<file path="config.mk">
export PLATFORM = sky130hd
export DESIGN_NAME = closed_tour_length
export DESIGN_NICKNAME = d
export VERILOG_FILES = /design/src/sv/ctl_pkg.sv /design/src/sv/closed_tour_length.sv
export SDC_FILE = /design/constraint.sdc
export NUM_CORES = 1
export LEC_CHECK = 0
export BUFFER_PORTS_ARGS = -buffer_cell sky130_fd_sc_hd__buf_2
export CORE_UTILIZATION = 58
export DETAILED_ROUTE_END_ITERATION = 10
export MAX_ROUTING_LAYER = met4
export PLACE_DENSITY = 0.78
export SYNTH_ARGS = -nofsm -noshare
export SYNTH_HDL_FRONTEND = slang
export SYNTH_SLANG_ARGS = --single-unit
</file>
<file path="constraint.sdc">
create_clock -name clk -period 9.6 [get_ports clk]
set_input_delay 0.48 -clock clk [delete_from_list [all_inputs] [get_ports clk]]
set_output_delay 0.48 -clock clk [all_outputs]
set_load 0.005 [all_outputs]
</file>
<file path="src/sv/ctl_pkg.sv">
`timescale 1ns / 1ps
// ----------------------------------------------------------------------------
// ctl_pkg: shared types and defaults for the closed tour length block
// Holds the sequencer state type and the default parameter values.
// ----------------------------------------------------------------------------
package ctl_pkg;

  localparam int DEF_COORD_WIDTH = 16;
  localparam int DEF_FRAC_BITS   = 16;
  localparam int DEF_SUM_WIDTH   = 56;

  typedef enum logic [2:0] {
    ST_IDLE,
    ST_DIFF,
    ST_SQX,
    ST_SQY,
    ST_ROOT,
    ST_ACC,
    ST_OUT
  } state_t;

endpackage

</file>
<file path="src/sv/closed_tour_length.sv">
`timescale 1ns / 1ps
// ----------------------------------------------------------------------------
// closed_tour_length: perimeter of a closed tour of points
// Sums truncated Euclidean leg lengths in unsigned fixed point and emits the
// saturated total when the point flagged as last closes the tour.
// ----------------------------------------------------------------------------
// Each point request is taken when the block is idle. The first point of a
// tour is stored. Every later point computes one leg: the coordinate
// differences, squaring on the shared multiplier, a restoring square root
// that retires one root bit per cycle into the QW-bit root, where
// QW = ceil((2*COORD_WIDTH + 1 + 2*FRAC_BITS) / 2) is 33 at the defaults,
// and the saturating add. A last point that is not the first runs a second
// leg back to the first point, then loads the output register once it is
// free. The result sits in its own register, so the next tour starts while
// the total waits to be taken.
module closed_tour_length
  import ctl_pkg::*;
#(
  parameter int COORD_WIDTH = DEF_COORD_WIDTH,
  parameter int FRAC_BITS   = DEF_FRAC_BITS,
  parameter int SUM_WIDTH   = DEF_SUM_WIDTH
) (
  input  logic                          clk,
  input  logic                          rst,
  input  logic                          pt_valid,
  output logic                          pt_ready,
  input  logic signed [COORD_WIDTH-1:0] x_coord,
  input  logic signed [COORD_WIDTH-1:0] y_coord,
  input  logic                          last_point,
  output logic                          len_valid,
  input  logic                          len_ready,
  output logic        [SUM_WIDTH-1:0]   tour_length
);

  localparam int SW   = 2 * COORD_WIDTH + 1;
  localparam int QW   = (SW + 2 * FRAC_BITS + 1) / 2;
  localparam int RW   = 2 * QW;
  localparam int RMW  = QW + 3;
  localparam int CNTW = $clog2(QW + 1);
  localparam int AW   = ((QW > SUM_WIDTH) ? QW : SUM_WIDTH) + 1;
  localparam logic [SUM_WIDTH-1:0] SUM_MAX = {SUM_WIDTH{1'b1}};

  state_t state, state_next;

  logic                          started;
  logic                          leg_close;
  logic                          last_flag;
  logic signed [COORD_WIDTH-1:0] cur_x, cur_y, first_x, first_y, prev_x, prev_y;
  logic        [COORD_WIDTH-1:0] dx, dy;
  logic        [SW-1:0]          sq_sum;
  logic        [RW-1:0]          rad;
  logic        [RMW-1:0]         rem;
  logic        [QW-1:0]          root;
  logic        [CNTW-1:0]        cnt;
  logic        [SUM_WIDTH-1:0]   length_sum;

  logic                          accept;
  logic                          load_out;
  logic signed [COORD_WIDTH:0]   diff_x, diff_y;
  logic        [COORD_WIDTH-1:0] mul_op;
  logic        [2*COORD_WIDTH-1:0] prod;
  logic        [SW-1:0]          sq_sum_next;
  logic        [RMW-1:0]         rem_sh, trial;
  logic        [AW-1:0]          sum_ext;

  // Next state.
  always_comb begin
    state_next = state;
    case (state)
      ST_IDLE: begin
        if (pt_valid) begin
          if (started || last_point) state_next = ST_DIFF;
        end
      end
      ST_DIFF: state_next = ST_SQX;
      ST_SQX:  state_next = ST_SQY;
      ST_SQY:  state_next = ST_ROOT;
      ST_ROOT: begin
        if (cnt == CNTW'(1)) state_next = ST_ACC;
      end
      ST_ACC: begin
        if (!last_flag) state_next = ST_IDLE;
        else if (!leg_close) state_next = ST_DIFF;
        else state_next = ST_OUT;
      end
      ST_OUT: begin
        if (!len_valid || len_ready) state_next = ST_IDLE;
      end
      default: state_next = ST_IDLE;
    endcase
  end

  // Sequencer outputs.
  always_comb begin
    pt_ready = 1'b0;
    load_out = 1'b0;
    case (state)
      ST_IDLE: pt_ready = 1'b1;
      ST_OUT:  load_out = !len_valid || len_ready;
      default: begin
        pt_ready = 1'b0;
        load_out = 1'b0;
      end
    endcase
  end

  assign accept = pt_valid && pt_ready;

  // The open legs run from the previous point, the closing leg from the first.
  assign diff_x = {cur_x[COORD_WIDTH-1], cur_x} -
                  (leg_close ? {first_x[COORD_WIDTH-1], first_x}
                             : {prev_x[COORD_WIDTH-1], prev_x});
  assign diff_y = {cur_y[COORD_WIDTH-1], cur_y} -
                  (leg_close ? {first_y[COORD_WIDTH-1], first_y}
                             : {prev_y[COORD_WIDTH-1], prev_y});

  assign mul_op      = (state == ST_SQX) ? dx : dy;
  assign prod        = mul_op * mul_op;
  assign sq_sum_next = sq_sum + SW'(prod);

  assign rem_sh  = {rem[RMW-3:0], rad[RW-1 -: 2]};
  assign trial   = RMW'({root, 2'b01});
  assign sum_ext = AW'(length_sum) + AW'(root);

  always_ff @(posedge clk) begin
    if (rst) begin
      state     <= ST_IDLE;
      started   <= 1'b0;
      leg_close <= 1'b0;
      len_valid <= 1'b0;
    end else begin
      state <= state_next;
      if (accept) begin
        started   <= 1'b1;
        leg_close <= !started;
      end
      if (state == ST_ACC && last_flag && !leg_close) leg_close <= 1'b1;
      if (load_out) begin
        len_valid <= 1'b1;
        started   <= 1'b0;
      end else if (len_ready) begin
        len_valid <= 1'b0;
      end
    end
  end

  always_ff @(posedge clk) begin
    if (accept) begin
      cur_x     <= x_coord;
      cur_y     <= y_coord;
      last_flag <= last_point;
      if (!started) begin
        first_x    <= x_coord;
        first_y    <= y_coord;
        prev_x     <= x_coord;
        prev_y     <= y_coord;
        length_sum <= '0;
      end
    end
    case (state)
      ST_DIFF: begin
        dx     <= diff_x[COORD_WIDTH] ? COORD_WIDTH'(-diff_x) : diff_x[COORD_WIDTH-1:0];
        dy     <= diff_y[COORD_WIDTH] ? COORD_WIDTH'(-diff_y) : diff_y[COORD_WIDTH-1:0];
        prev_x <= cur_x;
        prev_y <= cur_y;
      end
      ST_SQX: sq_sum <= SW'(prod);
      ST_SQY: begin
        rad  <= RW'(sq_sum_next) << (2 * FRAC_BITS);
        rem  <= '0;
        root <= '0;
        cnt  <= CNTW'(QW);
      end
      ST_ROOT: begin
        // One root bit per cycle, restoring form.
        rad <= {rad[RW-3:0], 2'b00};
        cnt <= cnt - CNTW'(1);
        if (rem_sh >= trial) begin
          rem  <= rem_sh - trial;
          root <= {root[QW-2:0], 1'b1};
        end else begin
          rem  <= rem_sh;
          root <= {root[QW-2:0], 1'b0};
        end
      end
      ST_ACC: begin
        if (sum_ext > AW'(SUM_MAX)) length_sum <= SUM_MAX;
        else length_sum <= sum_ext[SUM_WIDTH-1:0];
      end
      default: begin
      end
    endcase
    if (load_out) tour_length <= length_sum;
  end

endmodule
</file>
After elaboration in Yosys (flattened, before gate mapping). Cells that the tools add are included.

Add/subtract/negate cells: 8. Multiply operators: 1. Divide/modulo/power cells: 0. Magnitude comparators: 2. Equal/unequal tests: 13. Shifts and indexed selects: 0. Muxes and demuxes: 34. Bitwise gates (word level): 1. Reductions and logical operators: 19.

Operators by type and width (number): two-way mux 56 bit (4); two-way mux 16 bit (9); one-hot mux 66 bit (2 select lines) (1); one-hot mux 34 bit (2 select lines) (1); one-hot mux 33 bit (2 select lines) (1); adder 56 x 33 -> 57 bit (1); greater-than comparator 57 x 56 -> 1 bit (second input constant) (1); >= comparator 36 x 35 -> 1 bit (1); two-way mux 17 bit (2); two-way mux 34 bit (1); subtractor 17 bit (2); subtractor 34 bit (1); adder 32 x 32 -> 33 bit (1); multiplier 16 x 16 -> 32 bit (1); negator 16 bit (2); one-hot mux 3 bit (7 select lines) (1); two-way mux 3 bit (6); one-hot mux 6 bit (2 select lines) (1); nonzero test 2 bit (5); == test 3 bit (second input constant) (3); != test 2 bit (second input constant) (4); two-way mux 1 bit (7); == test 3 x 2 -> 1 bit (second input constant) (2); == test 6 x 1 -> 1 bit (second input constant) (1); 11 further kinds (19).

Register bits: 418. Latch bits: 0. Memory bits (writable): 0. ROM bits: 0. Bits of input ports: 37. Output and inout bits: 58. Logic and storage cells: 98. Memories: 0.

Logic depth before layout (Yosys ltp). Gate-level depths: netlist of the first run.

Depth in word-level cells: 5. Mapped depth: 41. Depth with buffers taken out: 38.

Worst setup path before layout of the first run. No wires, ideal clock.

Path type: register to register. Start point: register state[0]. End point: register rad[64], data pin. Setup time: 0.260 ns. Data arrival time: 8.851 ns. Data required time: 9.340 ns. Setup slack: 0.489 ns. Stages on the path, launching flop included: 38. Buffers on the path: 4. Clock period less this slack: 9.111 ns. Cells stage by stage: dfxtp_1 -> clkbuf_1 -> nand2b_1 -> nor2_1 -> buf_2 -> buf_2 -> mux2_2 -> clkbuf_1 -> nand2_1 -> fa_1 -> fa_1 -> inv_1 -> fa_1 -> fa_1 -> fa_1 -> inv_1 -> fa_1 -> inv_1 -> [2 not listed] -> or3_1 -> o31ai_1 -> and2_1 -> o21ai_0 -> nand2b_1 -> a21oi_1 -> xnor2_1 -> ha_1 -> a21o_1 -> a21o_1 -> a21oi_1 -> nor2b_1 -> o21ai_0 -> nand3_1 -> a311oi_1 -> o21bai_1 -> nor4_1 -> nor2_1.

Cells in the longest elaborated chain, start to end: 5.

Ends and longest elaborated chain: start, declared (line closed_tour_length.sv:43) `state_t state, state_next;`; start signal, assigned (line closed_tour_length.sv:132) `state <= state_next;`; == test 3 x 2 -> 1 bit (line closed_tour_length.sv:117) `assign mul_op = (state == ST_SQX) ? dx : dy;`; two-way mux 16 bit (line closed_tour_length.sv:117); multiplier 16 x 16 -> 32 bit (line closed_tour_length.sv:118) `assign prod = mul_op * mul_op;`; net prod[17] (line closed_tour_length.sv:61) `logic [2*COORD_WIDTH-1:0] prod;`; adder 32 x 32 -> 33 bit (line closed_tour_length.sv:119) `assign sq_sum_next = sq_sum + SW'(prod);`; one-hot mux 66 bit (2 select lines) (line closed_tour_length.sv:160) `case (state)`; end signal, assigned (line closed_tour_length.sv:169) `rad <= RW'(sq_sum_next) << (2 * FRAC_BITS);`; end signal, assigned (line closed_tour_length.sv:176) `rad <= {rad[RW-3:0], 2'b00};`; end, declared (line closed_tour_length.sv:51) `logic [RW-1:0] rad;`.

The timed path passes the listed nets, and every way through them passes these cells. The select of a mux whose other input is x is not followed. A chain may end at the register's enable or synchronous reset.

Worst setup path in the final report of the first run.
Start point: register state[0]. End point: register rad[62], data pin.

The elaborated chain is that of the path after synthesis.

==> qor.yml, run 1 <==
outcome: "finished, final reports clean"
die_height_um: 223
seq_area_frac_synth: 0.405
grt_max_degree: 79
rows: 80
htreeDepth: 2
postCtsHoldBufs: 0
antenna_cells: 0
insertion_delay_ns: 0.58
syn_avg_cell_area_sq_um: 10.9
clockRootBuffer: "clkbuf_16"
cp_num_buf_inv: 6
firstDrtPassIters: 6
core_area_sq_um: 48000
grt_first_pass_wirelength_mm: 100
synth_cell_types: 87
area_growth_pct: 10.0
gp_congestion: 0.905
cts_max_path_buffers: 3
drive_gt1_frac: 0.120
setup_viol: 0
drtIter0Drc: 1446
routed_wirelength_mm: 59.9
cts_tree: "built"
hold_path_class: "in -> reg"
final_area_sq_um: 31200
fillers: 3688
synth_area_sq_um: 28400
drcViolationCount: 0
drv_cap: 0
ys_ff_latch: 385
grt_use_total: 0.256
cts_buffers: 43
slew_viol_final: 0
numPlacedInstances: 3292
antenna_found_initial: 0
fin_setup_tns_ns: 0
end_kind: "register"
grt_pass1_vias: 20447
crit_slowest_cell: "fa_1"
required_ns: 9.89
die_x_um: 223
clk_pin_slew_ns: 0.07
worstPathArrival_ns: 9.32
hold_viol_final: 0
post-route-period-util: 0.941
viasPerCell: 5.80
wl_per_cell_um: 17.8
slew_headroom: 0.323
synth-main-ff-cell: "edfxtp_1"
synth-edff-count: 379
worst_slew_pin_slew_ns: 1.02
holdWs_ns: 0.104
dpl_cell_area_sq_um: 29600
fin_skew_ns: 0.0205
fmaxAchievable_mhz: 111
routed-via-count: 19565
rrSetupSlack_ns: 0.57
postSynthCellCount: 2609
synthArstFlopShare: 0
yosys_warnings: 0
design.die.area_sq_um: 49800
grt.overflow.total: 0
syn_nets: 3047
path_max_fanout: 12
rsz0062_at_grt: "no"
io_buffer_count: 94
cpPeakStageDelay_ns: 0.57
start_util: 0.591
antenna_left: 0
cp-start-kind: "register"
io_pins: 95
hpwl_mm: 44.6
cts_num_sinks: 385
period_needed_ns: 9.03
critPathTopFamily: "adder cells"
worstSetupPathType: "reg -> reg"
stdcell_count: 3373
fin_nets: 3163
[final timing paths]
path	start	to	cells past startpoint
hold reg to reg	length_sum[8]	tour_length[8]	0
setup reg to reg	state[0]	rad[62]	36
setup / recovery	state[0]	rad[62]	36
hold / removal	y_coord[9]	first_y[9]	1
[cell usage after synthesis (44+ instances only)]
| library cell | number | area (sq um) |
|---|---|---|
| clkbuf_1 | 46 | 173 |
| nor3_1 | 44 | 220 |
| inv_1 | 314 | 1180 |
| nand2_1 | 174 | 653 |
| fa_1 | 164 | 3280 |
| edfxtp_1 | 379 | 11400 |
| mux2i_1 | 69 | 691 |
| o21ai_0 | 91 | 455 |
| xnor2_1 | 117 | 1020 |
| nor2_1 | 239 | 897 |
| a21o_1 | 64 | 480 |
| a21oi_1 | 146 | 731 |
| ha_1 | 237 | 2970 |
| xor2_1 | 58 | 508 |
[logic make-up after synthesis]
kind of cell,after synthesis,share of synthesized area
simple gates,660,0.109
xor+xnor,175,0.0540
flops,385,0.405
compound gates,497,0.118
mux,112,0.0414
fa+ha+maj,401,0.220
buf+inv,379,0.0522
[routing by layer]
metal | track usage | wire length [um] | vias to the layer above
li1 | - | - | 9395
met1 | 0.310 | 25500 | 9554
met2 | 0.444 | 30200 | 475
met3 | 0.0309 | 2470 | 141
met4 | 0.0830 | 1690 | 0
met5 | - | 0 | -
[sequential cells by signal (all words and copies together) (netlist names), 3 cells and up]
register / flops
length_sum: 56
cur_x: 16
cnt: 6
root: 33
prev_x: 16
rad: 34
rem: 34
prev_y: 16
first_x: 16
dx: 16
tour_length: 56
sq_sum: 31
cur_y: 16
first_y: 16
dy: 16
state: 3
[cell usage in the layout (no fill, tap or decap), drive strengths merged, types with 9 or more instances in the layout]
cell and n:
xor2 58, and4 14, ha 237, o21a 23
nand3 35, nand4 20, a211oi 13, or3 15
nor2b 21, mux2 43, edfxtp 379, a21oi 177
or2 10, buf 130, nor2 240, o21ai 97
xnor2 117, inv 316, o31ai 23, clkbuf 44
bufinv 9, and3 21, nor3 45, mux2i 69
fa 164, a21o 65, clkinv 22, and2 20
o21bai 19, nand2 174, nand2b 21, a31oi 15
[worst reg2reg max path, delay by kind of cell, from the launching register on]
family	cells	cell delay (ns)
flip-flops	1	0.39
AND/OR/NAND/NOR	7	1.22
multiplexers	1	0.48
adder cells (fa/ha/maj)	8	3.20
buffers and inverters	6	0.84
AO/OA/AOI/OAI	12	2.34
XOR/XNOR	2	0.28
[stage by stage]
stage / utilization / worst slack, ns
after floorplan: - / 0.489
after global placement: 0.617 / 0.639
after detailed placement: 0.617 / 0.359
after CTS: 0.649 / 0.291
after global routing: 0.650 / 0.0131
final: 0.650 / 0.570
[cell type report]
type / instances / area [sq um] / share of cell area
Multi-Input combinational cell: 1845 / 15500 / 0.495
Clock inverter: 34 / 428 / 0.0137
Timing Repair Buffer: 130 / 753 / 0.0241
Sequential cell: 385 / 11500 / 0.368
Tap cell: 615 / 769 / 0.0246
Clock buffer: 44 / 1100 / 0.0353
Inverter: 320 / 1210 / 0.0387
[timing repair]
action	4_1_cts	5_1_grt
endpoints found under the setup margin	0	6
setup buffers	0	3
gates resized for setup	0	12
Power of run 1 is left out: the tool's default activity adds up to more than one toggle a clock period on the data nets, which glitch-free logic cannot reach.
==> run 2: changes to the inputs <==
--- a/config.mk
+++ b/config.mk
@@ -6,10 +6,12 @@
 export NUM_CORES = 1
 export LEC_CHECK = 0
 export BUFFER_PORTS_ARGS = -buffer_cell sky130_fd_sc_hd__buf_2
+export CORE_ASPECT_RATIO = 0.8
 export CORE_UTILIZATION = 58
 export DETAILED_ROUTE_END_ITERATION = 10
 export MAX_ROUTING_LAYER = met4
 export PLACE_DENSITY = 0.78
+export REMOVE_ABC_BUFFERS = 1
 export SYNTH_ARGS = -nofsm -noshare
 export SYNTH_HDL_FRONTEND = slang
 export SYNTH_SLANG_ARGS = --single-unit
==> run 2 against run 1 <==
- register-to-register slack barely moved
- critical path depth decreased by 2
- core utilization is 0.46 points lower
- critical path type unchanged
- routed wire length fell by 0.15%
- fmax about the same
- worst hold slack better by 0.0082 ns
- clock-buffer cell count grew 6
- die area barely moved
- non-clock buffer count increased by 3
- first-iteration DRC count shrank 26%
- setup slack got worse by 0.0033 ns
- flip-flop and latch count unchanged
==> qor.yml, run 2 (synthesis results as in run 1) <==
outcome: "finished, final reports clean"
grt_use_total: 0.252  # -0.00394
routed-wl-met2_mm: 28.6  # -5.4%
cts_max_path_buffers: 3  # unchanged
antenna_found_initial: 0  # unchanged
viasPerCell: 5.75  # -0.85%
io_pins: 95  # unchanged
layout_common_cells: "edfxtp_1, inv_1, nor2_1, ha_1, nand2_1"
rows: 72  # -10%
fmaxAchievable_mhz: 111  # about the same
fin_nets: 3165  # +0.063%
io_buffer_count: 94  # unchanged
drive_gt1_frac: 0.120  # -0.000682
worst_slew_pin_slew_ns: 1.19  # +0.173 ns
hpwl_mm: 44.2  # -0.81%
multi_input_area_sq_um: 15500  # +0.27%
mostFrequentLayoutCell: "edfxtp_1"
cts_num_sinks: 385  # unchanged
cp-start-kind: "register"
fillers: 3720  # +0.87%
design.die.area_sq_um: 49800  # about the same
postCtsHoldBufs: 0  # unchanged
clk_pin_slew_ns: 0.07  # about the same
wl_met1_mm: 27.4  # +7.2%
insertion_delay_ns: 0.57  # about the same
start_util: 0.588  # -0.00294
grt_max_degree: 97  # +23%
routed_wirelength_mm: 59.8  # -0.15%
drtIter0Drc: 1070  # -26%
core_area_sq_um: 48300  # +0.50%
cts_tree: "built"
drcViolationCount: 0  # unchanged
hold_viol_final: 0  # unchanged
end_kind: "register"
grt_pass1_vias: 19960  # -2.4%
slew_headroom: 0.205  # -0.119
routed-via-count: 19473  # -0.47%
fin_skew_ns: 0.0123  # -0.00820 ns
dp_slack_ns: 0.211  # -0.149 ns
die_x_um: 249  # +12%
post-route-period-util: 0.941  # about the same
area_growth_pct: 9.80
cp_num_buf_inv: 7  # +1
grt.overflow.total: 0  # unchanged
top_regs: "length_sum: 56 flops, tour_length: 56 flops"
crit_slowest_cell: "fa_1"
htreeDepth: 2  # unchanged
antenna_cells: 0  # unchanged
fin_ws_ns: 0.567  # -0.00330 ns
seq_area_sq_um: 11500  # unchanged
required_ns: 9.90  # about the same
worstSetupPathType: "reg -> reg"
gp_congestion: 0.915  # +1.1%
die_height_um: 200  # -10%
drv_cap: 0  # unchanged
wl_per_cell_um: 17.7  # -0.54%
critPathTopFamily: "adder cells"
wl_met3_mm: 2.69  # +8.8%
setup_viol: 0  # unchanged
grt_first_pass_wirelength_mm: 98.5  # -1.9%
period_needed_ns: 9.03  # +0.00330 ns
worstPathArrival_ns: 9.33  # about the same
hold_path_class: "in -> reg"
holdWs_ns: 0.112  # +0.00825 ns
crit_path_frequent_cell: "fa_1"
slew_viol_final: 0  # unchanged
firstDrtPassIters: 5  # -1
cpPeakStageDelay_ns: 0.55  # -0.02 ns
top_layer_used: "met4"
clockRootBuffer: "clkbuf_16"
antenna_left: 0  # unchanged
cts_buffers: 42  # -2.3%
path_max_fanout: 11  # -1
==> run 2: changes by cell type in the layout (fill, tap and decap cells not counted), moves of 3 or more <==
cell	change
buf_4	+3
clkinvlp_4	-4
inv_6	+3
bufinv_16	-3
clkbuf_1	+7
==> run 2: per-layer routing <==
layer | global-route usage | up-vias
li1 | - | 9399
met1 | 0.327 | 9530
met2 | 0.422 | 459
met3 | 0.0327 | 85
met4 | 0.0640 | 0
met5 | - | -
==> run 2: layout make-up <==
type | instances | area share
clock buffer | 50 | 0.0354
clock inverter | 24 | 0.00899
inverter | 320 | 0.0389
multi-input combinational | 1845 | 0.498
sequential | 385 | 0.369
tap | 629 | 0.0253
timing repair buffer | 133 | 0.0246
==> run 2: repair_timing <==
item | CTS | global route
gates resized for setup | 0 | 17
buffers inserted | 0 | 6
setup endpoints to repair | 0 | 12
==> run 2: worst paths after layout <==
kind / end / slack (ns) / from / cells after the start
setup / recovery: rad[62] / 0.57 / state[0] / 34
hold / removal: cur_x[15] / 0.11 / x_coord[15] / 1
setup reg to reg: rad[62] / 0.57 / state[0] / 34
hold reg to reg: tour_length[9] / 0.46 / length_sum[9] / 0
==> run 2: stage by stage <==
stage	instances	TNS (ns)	area, sq um	utilization
6_report	3386	0	31200	0.645
5_1_grt	3386	-0.0376	31200	0.645
4_1_cts	3380	0	31100	0.643
3_5_place_dp	3306	0	29700	0.614
3_3_place_gp	3306	0	29700	0.614
2_1_floorplan	2550	-15.69	28100	-
Power of run 2 is left out for the same reason.
